[src/hdl/zih_pkg.sv]
`default_nettype none
package zih_pkg;

	localparam int KEY_COUNT       = 781;
	localparam int PIECE_KINDS     = 12;
	localparam int SQUARES         = 64;
	localparam int TURN_KEY        = SQUARES * 12;
	localparam int CASTLE_KEY_BASE = SQUARES * 12 + 1;
	localparam int EP_KEY_BASE     = SQUARES * 12 + 5;
	localparam int OUT_DEPTH       = 3;

	localparam int CMD_W     = 3;
	localparam int PIECE_W   = 4;
	localparam int SQ_W      = 6;
	localparam int KEY_IDX_W = 10;
	localparam int KEY_W     = 64;
	localparam int IN_DATA_W = 88;

	typedef enum logic [CMD_W-1:0] {
		CMD_LOAD_KEY     = 3'd0,
		CMD_ADD_PIECE    = 3'd1,
		CMD_REMOVE_PIECE = 3'd2,
		CMD_SET_EP       = 3'd3,
		CMD_SET_CASTLE   = 3'd4,
		CMD_SET_TURN     = 3'd5
	} cmd_t;

	typedef struct packed {
		logic valid;
		logic fault;
		logic use_a;
		logic use_b;
	} issue_t;

	typedef struct packed {
		logic             fault;
		logic [KEY_W-1:0] hash;
	} result_t;

endpackage
`default_nettype wire

[src/hdl/zih_out_queue.sv]
`default_nettype none
module zih_out_queue #(
	parameter int DEPTH = zih_pkg::OUT_DEPTH,
	parameter int PTR_W = $clog2(DEPTH),
	parameter int CNT_W = $clog2(DEPTH + 1)
) (
	input  wire logic              clk,
	input  wire logic              arst_n,
	input  wire logic              push,
	input  wire zih_pkg::result_t  push_data,
	input  wire logic              pop,
	output logic [CNT_W-1:0]       count,
	output zih_pkg::result_t       head
);

	zih_pkg::result_t  buf_q [DEPTH];
	logic [PTR_W-1:0]  wr_ptr_q;
	logic [PTR_W-1:0]  rd_ptr_q;
	logic [CNT_W-1:0]  count_q;
	logic              do_pop;

	assign count  = count_q;
	assign head   = buf_q[rd_ptr_q];
	assign do_pop = pop && (count_q != '0);

	always_ff @(posedge clk) begin
		if (push) begin
			buf_q[wr_ptr_q] <= push_data;
		end
	end

	always_ff @(posedge clk or negedge arst_n) begin
		if (!arst_n) begin
			wr_ptr_q <= '0;
			rd_ptr_q <= '0;
			count_q  <= '0;
		end else begin
			if (push) begin
				wr_ptr_q <= (wr_ptr_q == PTR_W'(DEPTH - 1)) ? '0 : wr_ptr_q + 1'b1;
			end
			if (do_pop) begin
				rd_ptr_q <= (rd_ptr_q == PTR_W'(DEPTH - 1)) ? '0 : rd_ptr_q + 1'b1;
			end
			count_q <= count_q + CNT_W'(push) - CNT_W'(do_pop);
		end
	end

endmodule
`default_nettype wire
[config.mk]
export PLATFORM = sky130hd
export DESIGN_NAME = zih_out_queue
export DESIGN_NICKNAME = d
export VERILOG_FILES = /design/src/hdl/zih_pkg.sv /design/src/hdl/zih_out_queue.sv
export SDC_FILE = /design/constraint.sdc
export NUM_CORES = 1
export LEC_CHECK = 0
export BUFFER_PORTS_ARGS = -buffer_cell sky130_fd_sc_hd__buf_2
export CORE_ASPECT_RATIO = 0.8
export CORE_MARGIN = 2
export CORE_UTILIZATION = 59
export DETAILED_ROUTE_END_ITERATION = 6
export GPL_TIMING_DRIVEN = 0
export MAX_ROUTING_LAYER = met4
export PLACE_DENSITY_LB_ADDON = 0.2
export SYNTH_ARGS = -nofsm -noshare
export SYNTH_HDL_FRONTEND = slang
export SYNTH_SLANG_ARGS = --single-unit
[constraint.sdc]
create_clock -name clk -period 16 [get_ports clk]
set_input_delay 3.2 -clock clk [delete_from_list [all_inputs] [get_ports clk]]
set_output_delay 3.2 -clock clk [all_outputs]
set_load 0.005 [all_outputs]
Word-level counts from Yosys, hierarchy flattened
Memories as Yosys holds them, arrays and structs flattened.
Index checks and enable logic that the tools add are counted.

operators by class
  $add $sub $neg = 4
  multiply operators = 0
  div/mod/pow operators = 0
  $lt $le $gt $ge = 0
  equality and inequality tests = 2
  shift-type cells = 0
  muxes and demuxes = 4
  bitwise gates (word level) = 0
  reductions and logical operators = 2

operator list
  kind                 number
  $add 2x1->2 const B  2
  $eq 2x2->1 const B   2
  $mux 2               2
  $add 2x1->2          1
  $mux 1               2
  $reduce_bool 2->1    1
  $sub 2x1->2          1
  $logic_and 1x1->1    1

word-level totals
  register bits after elaboration = 6
  latch bits = 0
  RAM bits = 195
  bits in read-only memories = 0
  bits of input ports = 69
  word-level logic and storage cells = 16
  memories kept = 1

memories
  memory  depth  width  read ports  clocked after Yosys merged registers in  write ports  RTL line             text
  buf_q   3      65     1           0                                        1            zih_out_queue.sv:16  zih_pkg::result_t buf_q [DEPTH];

Longest topological paths before layout
Gate-level depths: netlist (run 1).

  depth after elaboration = 3
  depth in mapped cells = 7

Worst setup path before layout (run 1)
OpenSTA, ideal clock, no wires.

  path type = in2reg
  from = input push
  to = memory buf_q[2][0] (netlist name) (enable)
  setup time = 582 ps
  arrival time = 7,984 ps
  slack = 7,434 ps
  stages = 2
  cell sequence = inv_1 > nor3b_1

between the ends
  longest elaborated chain between the ends = 2

ends and longest elaborated chain
  what                          RTL line             text
  from (decl)                   zih_out_queue.sv:9   input wire logic push,
  $mux 1                        zih_out_queue.sv:27  if (push) begin
  $mux 1 (not written as such)  zih_out_queue.sv:28  buf_q[wr_ptr_q] <= push_data;
  to (decl)                     zih_out_queue.sv:16

Every way passes these cells.

==> results of run 1 <==
## state kept, by name, indices dropped and copies added, names as in the netlist
signal and flops:
count 2, buf_q 195, wr_ptr_q 2, rd_ptr_q 2
## metal layers
layer,vias to the layer above,GRT usage (%)
li1,1993,-
met1,2041,26.52
met2,152,36.57
met3,25,5.376
met4,0,5.453
met5,-,-
## layout make-up
cell class,count,share of cell area [%]
clock inverters,11,1.140
plain buffers,22,1.547
inverters,4,0.1628
clock buffers,22,5.279
repair buffers,152,9.635
well taps,171,2.321
diodes,2,0.05428
flip-flops and latches,201,65.14
multi-input cells,210,14.72
## layout by cell type (no fill, tap or decap)
cell type and count:
clkinv_2 5, nor3b_2 2, mux2_2 2, buf_2 144, dfrtp_1 6, nor2b_1 1, clkbuf_16 19, diode_2 2
bufinv_16 2, buf_12 2, a21o_1 1, buf_8 3, edfxtp_1 195, xnor2_1 2, inv_1 4, clkbuf_1 8
nor2_4 1, o21ai_1 18, mux2i_1 66, clkinv_1 3, buf_6 15, ha_1 2, nand2_1 66, nor2_1 1
o21ai_0 48, buf_4 5, inv_6 1
## logic make-up (layout without fill, tap and decap cells)
kind of cell / Yosys count / count (layout) / synth area share, %
AO/OA/AOI/OAI: 67 / 67 / 4.502
XOR/XNOR: 2 / 2 / 0.2335
adder cells (fa/ha/maj): 2 / 2 / 0.3334
buffers and inverters: 26 / 211 / 2.101
flip-flops: 201 / 201 / 80.04
multiplexers: 68 / 68 / 9.104
other: 0 / 2 / 0
AND/OR/NAND/NOR: 71 / 71 / 3.685
## worst max-delay path, stage by stage, from the launching register on
cell and delay (ps):
dfrtp_1 520, buf_2 290, buf_2 260, nand2_1 80
o21ai_0 130, buf_2 170
## where the power goes
part,total (uW),switching (uW),leakage [uW],internal (uW)
combinational,440,248,0.00135,192
sequential,681,22.1,0.00187,659
clock,426,176,0.000295,250
## worst min-delay path by stage
stage / from / to / cells past startpoint
3_5_place_dp: count[1] / count[1] / 1
3_3_place_gp: count[1] / count[1] / 1
2_1_floorplan: count[1] / count[1] / 1
4_1_cts: count[1] / count[1] / 1
6_report: count[1] / count[1] / 1
5_1_grt: count[1] / count[1] / 1
## per-stage QoR
stage / hold slack [ps] / worst slack (ps) / std cells
floorplan: 483.1 / 7434 / 437
global placement: 480.9 / 4181 / 743
detailed placement: 487.9 / 11070 / 760
CTS: 499.8 / 10790 / 793
global route: 542.8 / 10730 / 795
finish: 499.8 / 10860 / 795
==> metrics.md, run 1 <==
| Metric | Value |
|---|---|
| Outcome | `finished clean` |
| Total negative slack | `0 ps` |
| Initial cell density of the core | `61.02%` |
| Hold Buf Count CTS | `0` |
| Synth Cell Area | `7503 um^2` |
| Layout area overhead | `22.88%` |
| Crit path to | `head[5]` |
| Top cells by count, synth | `195 x edfxtp_1, 66 x mux2i_1, 66 x nand2_1, 48 x o21ai_0, 18 x o21ai_1` |
| Top_reg_cell synth | `edfxtp_1` |
| Detail Route met2 WL | `7290 um` |
| HP Class | `flip-flop to flip-flop` |
| Finished Cell Area | `9220 um^2` |
| Reg-to-reg startpoint | `wr_ptr_q[1]` |
| Top cell type's share of synthesized area | `78.04%` |
| Final GP Congestion | `0.7248` |
| TritonCTS clock tree | `done` |
| Yosys cell types | `19` |
| Final setup violation count | `0` |
| Via density per instance | `5.297` |
| Dpl hpwl | `9566 um` |
| Leading area contributor after synthesis | `edfxtp_1` |
| CTS buffer count | `19` |
| IO Count | `136` |
| Root Driver | `clkbuf_16` |
| Core Area | `12300 um^2` |
| Area contributors post-synth | `edfxtp_1 78%, mux2i_1 8.8%, nand2_1 3.3%` |
| GRT Residual Overflow | `0` |
| Placed Area | `8623 um^2` |
| CP endpoint kind | `primary output` |
| Fin crit period | `5135 ps` |
| WL/cell | `17.89 um` |
| Vias in the first global route | `4400` |
| Wire length on met1 | `5615 um` |
| Static leakage | `0.003512 uW` |
| Tot GR Track Use | `21.70%` |
| Final Net Count | `681` |
| Detail Route Antenna Nets | `0` |
| Count of port buffers added during placement | `135` |
| Synth warnings | `0` |
| Most common cell in the netlist | `edfxtp_1` |
| Filler instances | `771` |
| Post-synthesis register bit count | `201` |
| Mapped Cells | `437` |
| Fin crit share | `32.10%` |
| CP startpoint kind | `flip-flop` |
| Tot Pwr | `1547 uW` |
| Share of layout cells above drive strength 1 | `32.32%` |
| Drt first pass iters | `4` |
| Crit path required time | `12800 ps` |
| Clk Latency, worst-skew pair | `470 ps` |
| Worst EP arrival | `1940 ps` |
| Die width | `130.1 um` |
| Max Slew Vio Count | `0` |
| Critical path peak fanout | `10` |
| PD cells | `167.8 nW/um^2` |
| Worst Skew | `6.489 ps` |
| Max-cap violations | `0` |
| Post-Route WL | `14230 um` |
| Die area | `13640 um^2` |
| DRC viols | `0` |
| Number of synthesized flops with an enable pin | `195` |
| Postcts setup bufs | `0` |
| CTS Buffer Depth | `3` |
| Multi-input gate area | `1358 um^2` |
| Slew headroom | `51.67%` |
| Final core occ | `74.98%` |
| CTS H-tree depth | `1` |
| Top Metal Used | `met4` |
| RSZ-0062 raised after global routing | `false` |
| First DRT Iteration DRCs | `243` |
| Largest net degree at the start of global routing | `29` |
| Final hold vios | `0` |
| Post_cts resized | `0` |
| Max frequency | `194.7 MHz` |
| Initial antenna violation count | `2` |
| TritonCTS Sinks | `201` |
| Worst vdd rail ir drop | `0.1147 mV` |
| Sequential Area | `6006 um^2` |
| Worst R2R Path Depth | `5` |
| Async SR Flop Fraction | `2.985%` |
| Die H | `104.9 um` |
| DR WL met3 | `1073 um` |
| Syn avg cell area | `17.17 um^2` |
| Worst-margin pin slew | `721.7 ps` |
| Crit Path Category | `flip-flop to primary output` |
| Worst reg2reg setup slack | `13900 ps` |
| Syn nets | `508` |
| Sequential share of the synthesized area | `80.04%` |
| Capture point of the worst reg-to-reg path | `buf_q[0][10]` |
| Reg clk slew, reported paths | `60 ps` |
| Vias | `4211` |
| Core Rows | `36` |
| CP Launch Point | `rd_ptr_q[1]` |
| Global-route wire length before repair | `21900 um` |
Note: power is estimated with default switching activity, not from simulation.
==> inputs of run 2 (changes only) <==
--- a/config.mk
+++ b/config.mk
@@ -5,10 +5,11 @@
 export SDC_FILE = /design/constraint.sdc
 export NUM_CORES = 1
 export LEC_CHECK = 0
+export ABC_AREA = 1
 export BUFFER_PORTS_ARGS = -buffer_cell sky130_fd_sc_hd__buf_2
 export CORE_ASPECT_RATIO = 0.8
 export CORE_MARGIN = 2
-export CORE_UTILIZATION = 59
+export CORE_UTILIZATION = 55
 export DETAILED_ROUTE_END_ITERATION = 6
 export GPL_TIMING_DRIVEN = 0
 export MAX_ROUTING_LAYER = met4
==> constraint.sdc (replaced) <==
create_clock -name clk -period 5.01 [get_ports clk]
set_input_delay 1.002 -clock clk [delete_from_list [all_inputs] [get_ports clk]]
set_output_delay 1.002 -clock clk [all_outputs]
set_load 0.005 [all_outputs]
==> metrics.md, run 2 <==
| Metric | Value |
|---|---|
| Worst-margin pin slew | `899.7 ps` |
| Count of port buffers added during placement | `135` |
| Initial cell density of the core | `55.87%` |
| Area contributors post-synth | `edfxtp_1 78%, nand3_1 9.0%, nand2_1 7.1%` |
| Worst reg2reg setup slack | `3050 ps` |
| Worst path cell trace | `buf_6 > clkbuf_1 > nand3_1 > nand3_1 > buf_2` |
| Top cell type's share of synthesized area | `77.61%` |
| First DRT Iteration DRCs | `324` |
| Fin crit share | `55.65%` |
| Post-Route WL | `14780 um` |
| GRT Residual Overflow | `0` |
| Via density per instance | `5.242` |
| Post-synthesis register bit count | `201` |
| Yosys cell types | `14` |
| Slowest cell on the critical path | `clkbuf_1` |
| Detail Route Antenna Nets | `0` |
| Drt first pass iters | `5` |
| HP Class | `input port to async pin` |
| Max Slew Vio Count | `0` |
| Vias | `4618` |
| CTS Buffer Depth | `3` |
| Post_cts resized | `0` |
| DRC viols | `0` |
| Slew headroom | `40.02%` |
| PD cells | `591.3 nW/um^2` |
| Max-cap violations | `0` |
| Die H | `108.8 um` |
| Core Rows | `38` |
| WL/cell | `16.78 um` |
| Tot GR Track Use | `20.84%` |
| Dpl hpwl | `9123 um` |
| CP startpoint kind | `flip-flop` |
| Worst EP arrival | `1790 ps` |
| Crit path depth | `5` |
| Max FFs per register | `195` |
| Critical path's top delay family | `buffers and inverters` |
| Most used cell, CP | `nand3_1` |
| Leading area contributor after synthesis | `edfxtp_1` |
| CTS H-tree depth | `1` |
| Core Area | `13500 um^2` |
| Async SR Flop Fraction | `2.985%` |
| Fin crit period | `2788 ps` |
| Final hold vios | `0` |
| Worst Skew | `8.253 ps` |
| Mapped Cells | `527` |
| Syn nets | `598` |
| Reg clk slew, reported paths | `60 ps` |
| Sequential Area | `6006 um^2` |
| Most frequent cells in the layout | `195 x edfxtp_1, 146 x buf_2, 142 x nand2_1` |
| Synth Cell Area | `7545 um^2` |
| Number of synthesized flops with an enable pin | `195` |
| Critical path buffers and inverters | `3` |
| Global-route wire length before repair | `22740 um` |
| IO Count | `136` |
| Crit path required time | `4010 ps` |
| CTS buffer count | `20` |
| Die area | `14680 um^2` |
| Worst path max stage delay | `420 ps` |
| Syn avg cell area | `14.32 um^2` |
| Crit Path Category | `flip-flop to primary output` |
| Top_reg_cell synth | `edfxtp_1` |
| Reg-to-reg startpoint | `wr_ptr_q[0]` |
| Worst R2R Path Depth | `5` |
| Filler instances | `951` |
| Root Driver | `clkbuf_16` |
| Largest net degree at the start of global routing | `66` |
| Top cells by count, synth | `195 x edfxtp_1, 142 x nand2_1, 135 x nand3_1, 13 x buf_6` |
| Share of layout cells above drive strength 1 | `27.71%` |
| Clk Latency, worst-skew pair | `480 ps` |
| Multi-input gate area | `1270 um^2` |
| Largest reg by FF count | `buf_q` |
| Final setup violation count | `0` |
| RSZ-0062 raised after global routing | `false` |
| Synth warnings | `0` |
| Hold Slack | `336.2 ps` |
| Most common cell after layout, fill and taps aside | `edfxtp_1` |
| Static leakage | `0.003566 uW` |
| Most common cell in the netlist | `edfxtp_1` |
| Finished Cell Area | `9136 um^2` |
| Max frequency | `358.7 MHz` |
| Layout area overhead | `21.09%` |
| TritonCTS Sinks | `201` |
| Placed Area | `8533 um^2` |
| Final GP Congestion | `0.7660` |
| Hold Buf Count CTS | `0` |
| Critical path peak fanout | `10` |
| Final Net Count | `758` |
| Postcts setup bufs | `0` |
| CP endpoint kind | `primary output` |
| Outcome | `finished clean` |
| TritonCTS clock tree | `done` |
| CP Launch Point | `rd_ptr_q[0]` |
| Vias in the first global route | `4508` |
| Worst vdd rail ir drop | `0.3583 mV` |
| Initial antenna violation count | `1` |
| Die width | `134.9 um` |
| Capture point of the worst reg-to-reg path | `buf_q[2][45]` |
| Sequential share of the synthesized area | `79.60%` |
run 2: cell types whose count changed in the layout (fill, tap and decap cells not counted), moves of 3 or more:
cell      delta
nand3_1    +135
nand2_1     +76
mux2i_1     -66
o21ai_0     -46
o21ai_1     -18
clkbuf_1     +5
inv_1        +5
buf_4        -3
buf_8        -3
clkinv_2     -3
run 2: cell type report:
class	instances	area share, %
diodes	1	0.02739
plain buffers	30	2.534
clock buffers	32	6.423
clock inverters	3	0.1506
inverters	12	0.5478
multi-input cells	284	13.90
flip-flops and latches	201	65.74
well taps	180	2.465
repair buffers	138	8.217
run 2: how the worst max path moves through the flow:
stage               slack, ps           end
floorplan                 730   buf_q[2][0]
global placement        -1310  buf_q[2][45]
detailed placement       2360  buf_q[2][44]
CTS                      2190      head[33]
global route             2100      head[30]
finish                   2220      head[33]
run 2: layer usage:
layer  vias up  GRT usage (%)  part of all wire, %
met1      2208          26.05                   41
met4         0          5.134                  1.8
met3        25          5.625                  7.3
met5         -              -                    0
met2       157          34.55                   49
li1       2228              -                    -
run 2: kinds of logic after synthesis:
family,after synthesis,synth area share [%]
AND/OR/NAND/NOR,280,16.27
flip-flops,201,79.60
buffers and inverters,42,3.665
AO/OA/AOI/OAI,2,0.1327
adder cells (fa/ha/maj),2,0.3316
run 2: metrics by stage:
stage	std cells	setup TNS, ps	utilization (%)	worst slack [ps]	total power, uW
after detailed placement	845	0	63.20	2361	4101
after global placement	842	-85020	62.55	-1311	4047
after floorplan	527	0	-	732.2	3304
after global routing	881	0	67.66	2104	5728
after CTS	880	0	67.64	2186	5456
final	881	0	67.66	2222	5402
run 2: power by group:
| group | internal (uW) | total (uW) | switching [uW] |
|---|---|---|---|
| logic | 704 | 1820 | 1120 |
| registers | 2160 | 2220 | 62.0 |
| clock network | 799 | 1360 | 557 |
