$ cat src/hdl/zih_pkg.sv
`default_nettype none
package zih_pkg;

	localparam int KEY_COUNT       = 781;
	localparam int PIECE_KINDS     = 12;
	localparam int SQUARES         = 64;
	localparam int TURN_KEY        = SQUARES * 12;
	localparam int CASTLE_KEY_BASE = SQUARES * 12 + 1;
	localparam int EP_KEY_BASE     = SQUARES * 12 + 5;
	localparam int OUT_DEPTH       = 3;

	localparam int CMD_W     = 3;
	localparam int PIECE_W   = 4;
	localparam int SQ_W      = 6;
	localparam int KEY_IDX_W = 10;
	localparam int KEY_W     = 64;
	localparam int IN_DATA_W = 88;

	typedef enum logic [CMD_W-1:0] {
		CMD_LOAD_KEY     = 3'd0,
		CMD_ADD_PIECE    = 3'd1,
		CMD_REMOVE_PIECE = 3'd2,
		CMD_SET_EP       = 3'd3,
		CMD_SET_CASTLE   = 3'd4,
		CMD_SET_TURN     = 3'd5
	} cmd_t;

	typedef struct packed {
		logic valid;
		logic fault;
		logic use_a;
		logic use_b;
	} issue_t;

	typedef struct packed {
		logic             fault;
		logic [KEY_W-1:0] hash;
	} result_t;

endpackage
`default_nettype wire

$ cat src/hdl/zih_ctrl.sv
`default_nettype none
module zih_ctrl #(
	parameter int KEY_COUNT   = zih_pkg::KEY_COUNT,
	parameter int PIECE_KINDS = zih_pkg::PIECE_KINDS,
	parameter int AW          = $clog2(KEY_COUNT),
	parameter int PW          = $clog2(PIECE_KINDS)
) (
	input  wire logic                            clk,
	input  wire logic                            arst_n,
	input  wire logic                            accept,
	input  wire zih_pkg::cmd_t                   cmd,
	input  wire logic [zih_pkg::PIECE_W-1:0]     piece,
	input  wire logic [zih_pkg::SQ_W-1:0]        square,
	input  wire logic                            ep_present,
	input  wire logic                            side,
	input  wire logic                            castle_long,
	input  wire logic                            right_value,
	input  wire logic [zih_pkg::KEY_IDX_W-1:0]   key_index,
	output logic                                 wr_en,
	output logic      [AW-1:0]                   wr_addr,
	output logic      [AW-1:0]                   rd_addr_a,
	output logic      [AW-1:0]                   rd_addr_b,
	output zih_pkg::issue_t                      issue_s1
);

	logic [zih_pkg::SQUARES-1:0] occ_q [PIECE_KINDS];
	logic                        ep_valid_q;
	logic [zih_pkg::SQ_W-1:0]    ep_sq_q;
	logic [3:0]                  castle_q;
	logic                        side_q;

	logic                        piece_ok;
	logic [PW-1:0]               pidx;
	logic [zih_pkg::SQUARES-1:0] cur_occ;
	logic                        present;
	logic [1:0]                  pos;
	logic                        ep_same;
	logic                        fault;
	logic                        use_a;
	logic                        use_b;

	assign piece_ok = 32'(piece) < PIECE_KINDS;
	assign pidx     = PW'(piece);
	assign cur_occ  = piece_ok ? occ_q[pidx] : '0;
	assign present  = cur_occ[square];
	assign pos      = {side, ~castle_long};
	assign ep_same  = (ep_present == ep_valid_q) && (!ep_present || (square == ep_sq_q));

	assign wr_en   = accept && (cmd == zih_pkg::CMD_LOAD_KEY) && (32'(key_index) < KEY_COUNT);
	assign wr_addr = AW'(key_index);

	always_comb begin
		fault     = 1'b0;
		use_a     = 1'b0;
		use_b     = 1'b0;
		rd_addr_a = AW'({piece, square});
		rd_addr_b = AW'(zih_pkg::EP_KEY_BASE) + AW'(square[2:0]);
		case (cmd)
			zih_pkg::CMD_ADD_PIECE, zih_pkg::CMD_REMOVE_PIECE: begin
				if (!piece_ok || ((cmd == zih_pkg::CMD_ADD_PIECE) == present)) begin
					fault = 1'b1;
				end else begin
					use_a = 1'b1;
				end
			end
			zih_pkg::CMD_SET_EP: begin
				rd_addr_a = AW'(zih_pkg::EP_KEY_BASE) + AW'(ep_sq_q[2:0]);
				if (!ep_same) begin
					use_a = ep_valid_q;
					use_b = ep_present;
				end
			end
			zih_pkg::CMD_SET_CASTLE: begin
				rd_addr_a = AW'(zih_pkg::CASTLE_KEY_BASE) + AW'(pos);
				use_a     = castle_q[pos] != right_value;
			end
			zih_pkg::CMD_SET_TURN: begin
				rd_addr_a = AW'(zih_pkg::TURN_KEY);
				use_a     = side != side_q;
			end
			default: begin
			end
		endcase
	end

	always_ff @(posedge clk or negedge arst_n) begin
		if (!arst_n) begin
			for (int i = 0; i < PIECE_KINDS; i++) begin
				occ_q[i] <= '0;
			end
			ep_valid_q <= 1'b0;
			ep_sq_q    <= '0;
			castle_q   <= '0;
			side_q     <= 1'b0;
			issue_s1   <= '0;
		end else begin
			issue_s1 <= '{valid: accept, fault: accept && fault,
				use_a: accept && use_a, use_b: accept && use_b};
			if (accept) begin
				case (cmd)
					zih_pkg::CMD_ADD_PIECE, zih_pkg::CMD_REMOVE_PIECE: begin
						if (use_a) begin
							occ_q[pidx][square] <= (cmd == zih_pkg::CMD_ADD_PIECE);
						end
					end
					zih_pkg::CMD_SET_EP: begin
						if (!ep_same) begin
							ep_valid_q <= ep_present;
							ep_sq_q    <= ep_present ? square : '0;
						end
					end
					zih_pkg::CMD_SET_CASTLE: begin
						if (use_a) begin
							castle_q[pos] <= right_value;
						end
					end
					zih_pkg::CMD_SET_TURN: begin
						side_q <= side;
					end
					default: begin
					end
				endcase
			end
		end
	end

endmodule
`default_nettype wire

$ cat config.mk
export PLATFORM = sky130hd
export DESIGN_NAME = zih_ctrl
export DESIGN_NICKNAME = d
export VERILOG_FILES = /design/src/hdl/zih_pkg.sv /design/src/hdl/zih_ctrl.sv
export SDC_FILE = /design/constraint.sdc
export NUM_CORES = 1
export LEC_CHECK = 0
export BUFFER_PORTS_ARGS = -buffer_cell sky130_fd_sc_hd__buf_2
export CELL_PAD_IN_SITES_DETAIL_PLACEMENT = 0
export CELL_PAD_IN_SITES_GLOBAL_PLACEMENT = 1
export CORE_MARGIN = 2
export CORE_UTILIZATION = 30
export CTS_CLUSTER_DIAMETER = 30
export DETAILED_ROUTE_END_ITERATION = 8
export HOLD_SLACK_MARGIN = 0.15
export PLACE_DENSITY_LB_ADDON = 0.12
export SLEW_MARGIN = 20
export SYNTH_ARGS = -nofsm -noshare
export SYNTH_HDL_FRONTEND = slang
export SYNTH_SLANG_ARGS = --single-unit
$ cat constraint.sdc
create_clock -name clk -period 7.3 [get_ports clk]
set_input_delay 1.46 -clock clk [delete_from_list [all_inputs] [get_ports clk]]
set_output_delay 1.46 -clock clk [all_outputs]
set_load 0.05 [all_outputs]
**Word level (Yosys, flattened, before mapping)**

Index checks and enable logic that the tools add are counted.

- Add/sub/neg operators: 3
- $mul: 0
- Div/mod/pow operators: 0
- Magnitude comparators: 8
- Eq/ne operators: 10
- Shifts and indexed selects: 0
- Mux-type cells: 25
- Bitwise operators: 3
- Reduce and logical (&&, ||, !) cells: 19

Operators by type and width:

| cell | number |
|---|---|
| bitwise mux 768 bit | 1 |
| binary-select mux 64 bit (select 4 bit) | 1 |
| demux 64 bit (select 4 bit) | 1 |
| 2-to-1 mux 64 bit | 4 |
| case mux 10 bit (3 select lines) | 1 |
| adder 9 x 4 -> 10 bit, first input constant | 2 |
| adder 9 x 3 -> 10 bit, first input constant | 1 |
| less-than comparator 10 bit, second input constant | 1 |
| 2-to-1 mux 1 bit | 10 |
| logical AND 1 bit | 9 |
| AND reduction 3 bit | 3 |
| less-than comparator 6 x 7 -> 1 bit, second input constant | 1 |
| binary-select mux 1 bit (select 6 bit) | 1 |
| demux 1 bit (select 6 bit) | 1 |
| equality test 3 x 2 -> 1 bit, second input constant | 2 |
| equality test 3 bit, second input constant | 2 |
| equality test 6 bit | 1 |
| greater-or-equal comparator 6 x 1 -> 1 bit, second input constant | 1 |
| 2-to-1 mux 6 bit | 1 |
| greater-or-equal comparator 5 bit, second input constant | 1 |
| less-than comparator 5 x 1 -> 1 bit, second input constant | 1 |
| inverter 4 -> 5 bit | 1 |
| bitwise mux 4 bit | 1 |
| less-than comparator 4 bit, second input constant | 1 |
| 14 further kinds | 19 |

- Flip-flop bits (word level): 784
- Bits in latches: 0
- Bits in writable memories: 0
- Bits in read-only memories: 0
- Word-level logic and storage cells: 88
- Memories kept: 0

**Depth between registers and ports, before layout**

Gate-level depths: netlist of the first run.

- Word-level depth: 12
- Gate-level depth with buffers: 19
- Gate-level depth less buffers: 10

**Least setup slack after synthesis of the first run**

OpenSTA, ideal clock, no wires.

- Path kind: input -> register
- From: in piece[0] (netlist bit)
- To: reg occ_q[216] (netlist bit)
- Library setup time: 0.127 ns
- Arrival: 4.968 ns
- Slack: 2.205 ns
- Stages: 17
- Path buffers: 7
- Cell sequence: buf_2 -> buf_6 -> buf_6 -> buf_6 -> buf_4 -> mux2i_1 -> o221ai_1 -> a221oi_1 -> nor2_1 -> a211oi_1 -> nand4_1 -> nor4_2 -> mux2_4 -> buf_2 -> buf_2 -> or3_1 -> mux2_1

- Longest elaborated chain between the ends: 12
- Elaborated cells on any way between the ends: 20

Ends and longest elaborated chain:

| what | RTL line | source |
|---|---|---|
| from (decl) | zih_ctrl.sv:12 | `input wire logic [zih_pkg::PIECE_W-1:0] piece,` |
| inverter 4 -> 5 bit | zih_ctrl.sv:44, zih_ctrl.sv:103 |  |
| binary-select mux 64 bit (select 4 bit) | zih_ctrl.sv:44 | `assign cur_occ = piece_ok ? occ_q[pidx] : '0;` |
| 2-to-1 mux 64 bit (implied by the code) (2 in a row) | zih_ctrl.sv:44 |  |
| 2-to-1 mux 64 bit | zih_ctrl.sv:44 |  |
| binary-select mux 1 bit (select 6 bit) | zih_ctrl.sv:45 | `assign present = cur_occ[square];` |
| 2-to-1 mux 1 bit (implied by the code) | zih_ctrl.sv:45 |  |
| equality test 1 bit | zih_ctrl.sv:60 | `if (!piece_ok \|\| ((cmd == zih_pkg::CMD_ADD_PIECE) == present)) begin` |
| logical OR 1 bit | zih_ctrl.sv:60 |  |
| 2-to-1 mux 1 bit | zih_ctrl.sv:60 |  |
| case mux 1 bit (4 select lines) | zih_ctrl.sv:58 | `case (cmd)` |
| AND reduction 3 bit (no source line) | -- |  |
| to (signal, indexed assignment) | zih_ctrl.sv:103 | `occ_q[pidx][square] <= (cmd == zih_pkg::CMD_ADD_PIECE);` |
| to (decl) | zih_ctrl.sv:26 | `logic [zih_pkg::SQUARES-1:0] occ_q [PIECE_KINDS];` |

Several ways; a longest one is shown, not always the timed one. The select of a mux whose other input is x is not followed.
A chain may end at the register's enable or synchronous reset.

**Worst setup path after layout of the first run**

- From: in piece[0] (netlist bit)
- To: reg occ_q[69] (netlist bit)

Same word-level chain as after synthesis.

==> results of run 1 <==
synth_stat cells, drive strengths merged, types with 9 or more instances:
| master | n | area share, % |
|---|---|---|
| o31ai | 1188 | 21 |
| dfrtp | 784 | 47 |
| nand2 | 325 | 2.9 |
| clkbuf | 245 | 2.2 |
| buf | 204 | 3.3 |
| mux2 | 185 | 5.0 |
| mux4 | 134 | 7.2 |
| mux2i | 124 | 3.0 |
| or3 | 118 | 1.8 |
| nor2 | 88 | 0.79 |
| nor4 | 54 | 0.82 |
| a21oi | 48 | 0.57 |
| a22oi | 32 | 0.57 |
| nand3 | 25 | 0.30 |
| o21ai | 25 | 0.38 |
| a221oi | 19 | 0.40 |
| nor3 | 19 | 0.23 |
| o221ai | 15 | 0.31 |
| inv | 14 | 0.12 |
| o22ai | 12 | 0.18 |
| nor2b | 10 | 0.15 |
| and2 | 9 | 0.13 |
metrics by stage:
stage                     utilization [%]  hold slack [ns]  total power [uW]  instances
after floorplan                         -            0.453              5180       3785
after global placement               32.1            0.468              5810       5475
after detailed placement             32.1            0.475              5790       5475
after CTS                            38.5            0.484             17100       5958
after global routing                 38.5            0.499             17500       5959
final                                38.5            0.479             17000       5960
metal layers:
layer	part of all wire (%)	wire (um)
met5	0.0070	12
met4	2.6	4410
met3	4.9	8460
met2	46	79200
met1	47	80100
worst max path at each step:
stage,startpoint,end,slack (ns),depth (start not counted)
6_report,piece[0],occ_q[69]$_DFFE_PN0P_,1.40,14
5_1_grt,piece[0],occ_q[562]$_DFFE_PN0P_,1.21,13
4_1_cts,piece[0],occ_q[186]$_DFFE_PN0P_,1.46,14
3_5_place_dp,piece[0],occ_q[186]$_DFFE_PN0P_,0.53,14
3_3_place_gp,piece[0],occ_q[762]$_DFFE_PN0P_,0.58,15
2_1_floorplan,piece[0],occ_q[216]$_DFFE_PN0P_,2.20,17
registers in the layout, indices dropped and copies added (netlist names):
name        cells
castle_q        4
ep_sq_q         6
ep_valid_q      1
issue_s1        4
occ_q         768
side_q          1
worst register-to-register path, delay by kind of cell, from the launching register on:
kind                   cells  cell delay, ns
flip-flops                 1            0.37
buffers and inverters      3            0.59
multiplexers               4            1.53
AO/OA/AOI/OAI              3            1.24
AND/OR/NAND/NOR            3            1.10
report_power, final:
part           switching, uW  internal [uW]
Combinational           1040            306
Clock                   3160           8070
Sequential              12.6           4380
final cells by class:
type                    instances  area [um^2]
inverters                      14         52.6
repair buffers                265         2510
fillers                     13600        85600
diodes                          1         2.50
flip-flops and latches        784        19600
clock inverters                60          548
clock buffers                 423         8430
well taps                    1876         2350
multi-input cells            2537        20200
logic make-up (layout without fill, tap and decap cells):
| group | after synthesis | after routing | share of synthesized area, % |
|---|---|---|---|
| other | 2 | 7 | 0.0179 |
| AO/OA/AOI/OAI | 1386 | 1386 | 24.5 |
| XOR/XNOR | 12 | 12 | 0.268 |
| multiplexers | 443 | 443 | 15.1 |
| buffers and inverters | 464 | 762 | 5.63 |
| adder cells (fa/ha/maj) | 6 | 6 | 0.178 |
| AND/OR/NAND/NOR | 684 | 684 | 7.70 |
| flip-flops | 784 | 784 | 46.6 |
==> results.py, run 1 <==
metrics = {
    "layout": {
        "final_common_cell": "o31ai_1",
        "final_area_um2": 53700,
        "fin_nets": 3922,
        "final_cell_mix": "o31ai_1, dfrtp_1, nand2_1",
        "drive_above_1_share_pct": 25.0,
        "area_delta_synth_final_pct": 27.7,
    },
    "clock_tree": {
        "clk_latency_ns": 0.87,
        "cts_resized": 0,
        "cts_sinks": 784,
        "root_buffer": "clkbuf_16",
        "cts_buffers": 284,
        "postCtsSetupRepairBufs": 0,
        "hold_buffers": 0,
        "htree_levels": 5,
        "cts_tree": "built",
        "clkTransAtPathRegs_ns": 0.04,
        "clk_path_buf_depth": 4,
    },
    "global_routing": {
        "groute.usage.overall_pct": 23.9,
        "grt.busiest_layer": "met2",
        "grt_max_degree": 218,
        "grt_util_met1_pct": 33.9,
        "grt_use_met3_pct": 4.01,
        "grt_pass1_vias": 36200,
        "antenna_found_initial": 7,
        "grt_first_pass_wirelength_mm": 257,
        "grt_overflow": 0,
        "use_met2_pct": 37.0,
    },
    "logic_synthesis": {
        "yosysSeqAreaShare_pct": 46.6,
        "synthCells": 3781,
        "synth_edf_count": 0,
        "avgSynthCellArea_um2": 11.1,
        "synthArstFlopShare_pct": 100,
        "ys_ff_latch": 784,
        "synth_cell_types": 67,
        "ys_warn_count": 0,
        "synth_ff_type": "dfrtp_1",
        "synth_area_um2": 42100,
    },
    "worst_setup_path": {
        "cp_max_fo": 55,
        "timing.rr.start": "occ_q[259]$_DFFE_PN0P_",
        "crit_chain": "buf_8 > buf_4 > mux4_2 > a221oi_1 > a2111oi_0 > buf_4 > a211oi_1 > nand4_1 > nor4_2 > buf_4 > mux2_8 > buf_12 > or3_1 > mux2_2",
        "ff2ff_path_depth": 13,
        "cp_slowest_stage_delay_ns": 0.57,
        "r2r-end": "occ_q[69]$_DFFE_PN0P_",
        "worstSetupStartpointType": "input pin",
        "reg2reg_slack_ns": 2.35,
        "crit_type": "in -> reg",
        "critPathCaptureType": "flop",
        "crit_arrival_ns": 6.62,
        "cp_slowest_cell": "mux4_2",
        "cp_common_cell": "buf_4",
        "cp.buffers_inverters": 5,
        "cp_top_family": "buffers and inverters",
        "critical_path_required_ns": 8.02,
    },
    "place": {
        "post_dp_cell_area_um2": 44700,
        "gp_congestion": 0.782,
        "hpwl_mm": 102,
        "place_ws_ns": 0.533,
        "io_buffer_count": 58,
    },
    "worst_hold_path": {
        "min_from": "occ_q[264]$_DFFE_PN0P_",
        "worstHoldPathCells": 1,
        "min_to": "occ_q[264]$_DFFE_PN0P_",
        "min_path_type": "reg -> reg",
    },
    "detailed_routing": {
        "wl_per_cell_um": 28.9,
        "wl_mm": 172,
        "avgViaCountPerCell": 5.89,
        "drc": 0,
        "ant_nets": 0,
        "dr.first_iter.drc_count": 3446,
        "via_count": 35100,
        "firstDrtPassIters": 7,
    },
    "sta": {
        "worst_pin_slew_ns": 1.23,
        "timing_hold_violations_final": 0,
        "post-route-period-util_pct": 80.8,
        "skew_ns": 0.0656,
        "finalCriticalPeriod_ns": 5.90,
        "max_freq_ghz": 0.170,
        "setup_ws_ns": 1.40,
        "setup_tns_ns": 0,
        "slew_headroom_pct": 17.7,
        "drv_slew": 0,
        "setup_viol": 0,
        "grt_setup_unrepaired": "no",
    },
    "floorplanning": {
        "rows": 137,
        "die_height_um": 378,
        "pin_count": 65,
        "die_width_um": 378,
        "dieArea_um2": 143000,
        "start_util_pct": 30.2,
        "core_um2": 139000,
    },
    "power_and_ir_drop": {
        "vdd_drop_max_mv": 0.209,
        "leakage_uw": 0.0219,
        "p_per_area_nw_per_um2": 316,
    },
    "job": {
        "cap_violations": 0,
    },
    "run_status": {
        "status": "completed",
    },
}
Power figures use the tool's default switching activity.
==> run 2, diff against run 1 <==
Clock period 7.3 ns to 5.3 ns, I/O delays scaled along.
==> results.py, run 2 (synthesis gave the netlist of run 1 again) <==
metrics = {
    "run_status": {
        "status": "completed",
    },
    "layout": {
        "largest_registers": "occ_q x768, ep_sq_q x6",
        "final_cell_mix": "o31ai_1, dfrtp_1, nand2_1",
        "largest_reg_flops": 768,
        "final_common_cell": "o31ai_1",
        "fillers": 13400,
        "drive_above_1_share_pct": 28.3,
        "register_area_um2": 19600,
        "multi_input_area_um2": 20200,
        "fin_nets": 4106,
        "largest_register": "occ_q",
        "area_delta_synth_final_pct": 32.0,
        "final_area_um2": 55500,
    },
    "detailed_routing": {
        "ant_nets": 0,
        "wl_mm": 173,
        "dr.first_iter.drc_count": 2808,
        "avgViaCountPerCell": 5.78,
        "via_count": 35400,
        "drc": 0,
        "firstDrtPassIters": 6,
        "wl_per_cell_um": 28.2,
    },
    "worst_setup_path": {
        "worstSetupStartpointType": "input pin",
        "cp_max_fo": 56,
        "crit_type": "in -> reg",
        "crit_arrival_ns": 5.62,
        "critPathCaptureType": "flop",
        "reg2reg_slack_ns": 0.89,
        "critical_path_required_ns": 6.00,
    },
    "worst_hold_path": {
        "min_path_type": "in -> async",
    },
    "sta": {
        "post-route-period-util_pct": 92.9,
        "slew_headroom_pct": 29.8,
        "setup_viol": 0,
        "worst_pin_slew_ns": 1.05,
        "skew_ns": 0.0657,
        "max_freq_ghz": 0.203,
        "setup_tns_ns": 0,
        "grt_setup_unrepaired": "no",
        "finalCriticalPeriod_ns": 4.92,
        "timing_hold_violations_final": 0,
        "timing.hold.ws_ns": 0.202,
        "drv_slew": 0,
    },
    "floorplanning": {
        "dieArea_um2": 143000,
        "pin_count": 65,
        "die_height_um": 378,
        "die_width_um": 378,
        "rows": 137,
        "core_um2": 139000,
        "start_util_pct": 30.2,
    },
    "place": {
        "hpwl_mm": 109,
        "io_buffer_count": 58,
        "gp_congestion": 0.798,
        "post_dp_cell_area_um2": 46600,
    },
    "clock_tree": {
        "clk_path_buf_depth": 4,
        "clk_latency_ns": 0.88,
        "cts_tree": "built",
        "postCtsSetupRepairBufs": 0,
        "cts_resized": 0,
        "root_buffer": "clkbuf_16",
        "hold_buffers": 0,
        "cts_sinks": 784,
        "clkTransAtPathRegs_ns": 0.04,
        "htree_levels": 5,
        "cts_buffers": 274,
    },
    "power_and_ir_drop": {
        "vdd_drop_max_mv": 0.366,
        "leakage_uw": 0.0229,
        "p_total_uw": 23500,
        "p_per_area_nw_per_um2": 424,
    },
    "global_routing": {
        "grt_first_pass_wirelength_mm": 257,
        "grt_overflow": 0,
        "antenna_found_initial": 4,
        "grt_max_degree": 125,
        "groute.usage.overall_pct": 24.1,
        "grt_pass1_vias": 36600,
    },
    "job": {
        "cap_violations": 0,
    },
}
==> run 2: path summary, 6_finish.rpt <==
check | startpoint | cells past startpoint | to
setup / recovery | piece[0] | 15 | occ_q[237]$_DFFE_PN0P_
hold / removal | arst_n | 1 | occ_q[645]$_DFFE_PN0P_
setup reg to reg | occ_q[442]$_DFFE_PN0P_ | 15 | occ_q[237]$_DFFE_PN0P_
hold reg to reg | occ_q[520]$_DFFE_PN0P_ | 1 | occ_q[520]$_DFFE_PN0P_
max in group asynchronous | arst_n | 2 | occ_q[720]$_DFFE_PN0P_
min in group clk | accept | 1 | issue_s1[3]$_DFF_PN0_
==> run 2: worst max-delay path, stage by stage <==
cell       delay, ns
buf_8           0.27
buf_12          0.19
buf_4           0.18
mux4_2          0.52
a221oi_1        0.43
a2111oi_0       0.20
buf_4           0.18
a211oi_1        0.41
nand4_1         0.23
nor4_2          0.30
buf_4           0.16
mux2_8          0.44
buf_12          0.23
or3_1           0.39
mux2_1          0.32
==> run 2: layer usage <==
layer	track usage, %	share of wire (%)	up-vias
met5	0	0	-
met4	9.86	3.8	0
met3	5.80	6.4	364
met2	37.0	45	1271
met1	32.5	44	18200
li1	-	-	15600
==> run 2: power breakdown <==
part	leakage, uW	total [uW]	internal (uW)	switching, uW
Combinational	0.00762	1990	545	1440
Clock	0.00437	15500	11200	4300
Sequential	0.0109	6050	6030	17.3
==> run 2: layout make-up <==
class                      instances  share of cell area (%)
multi-input combinational       2537                    36.4
sequential                       784                    35.3
clock buffer                     383                    14.3
timing repair buffer             459                    7.94
tap                             1876                    4.23
clock inverter                    71                    1.74
inverter                          14                  0.0946
antenna                            2                 0.00901
==> run 2: through the flow <==
stage | util, % | setup WS, ns | instances
floorplan | - | 0.605 | 3785
global placement | 33.5 | -0.618 | 5670
detailed placement | 33.5 | -0.568 | 5670
CTS | 39.8 | 0.300 | 6124
global route | 39.8 | 0.118 | 6124
finish | 39.9 | 0.376 | 6126
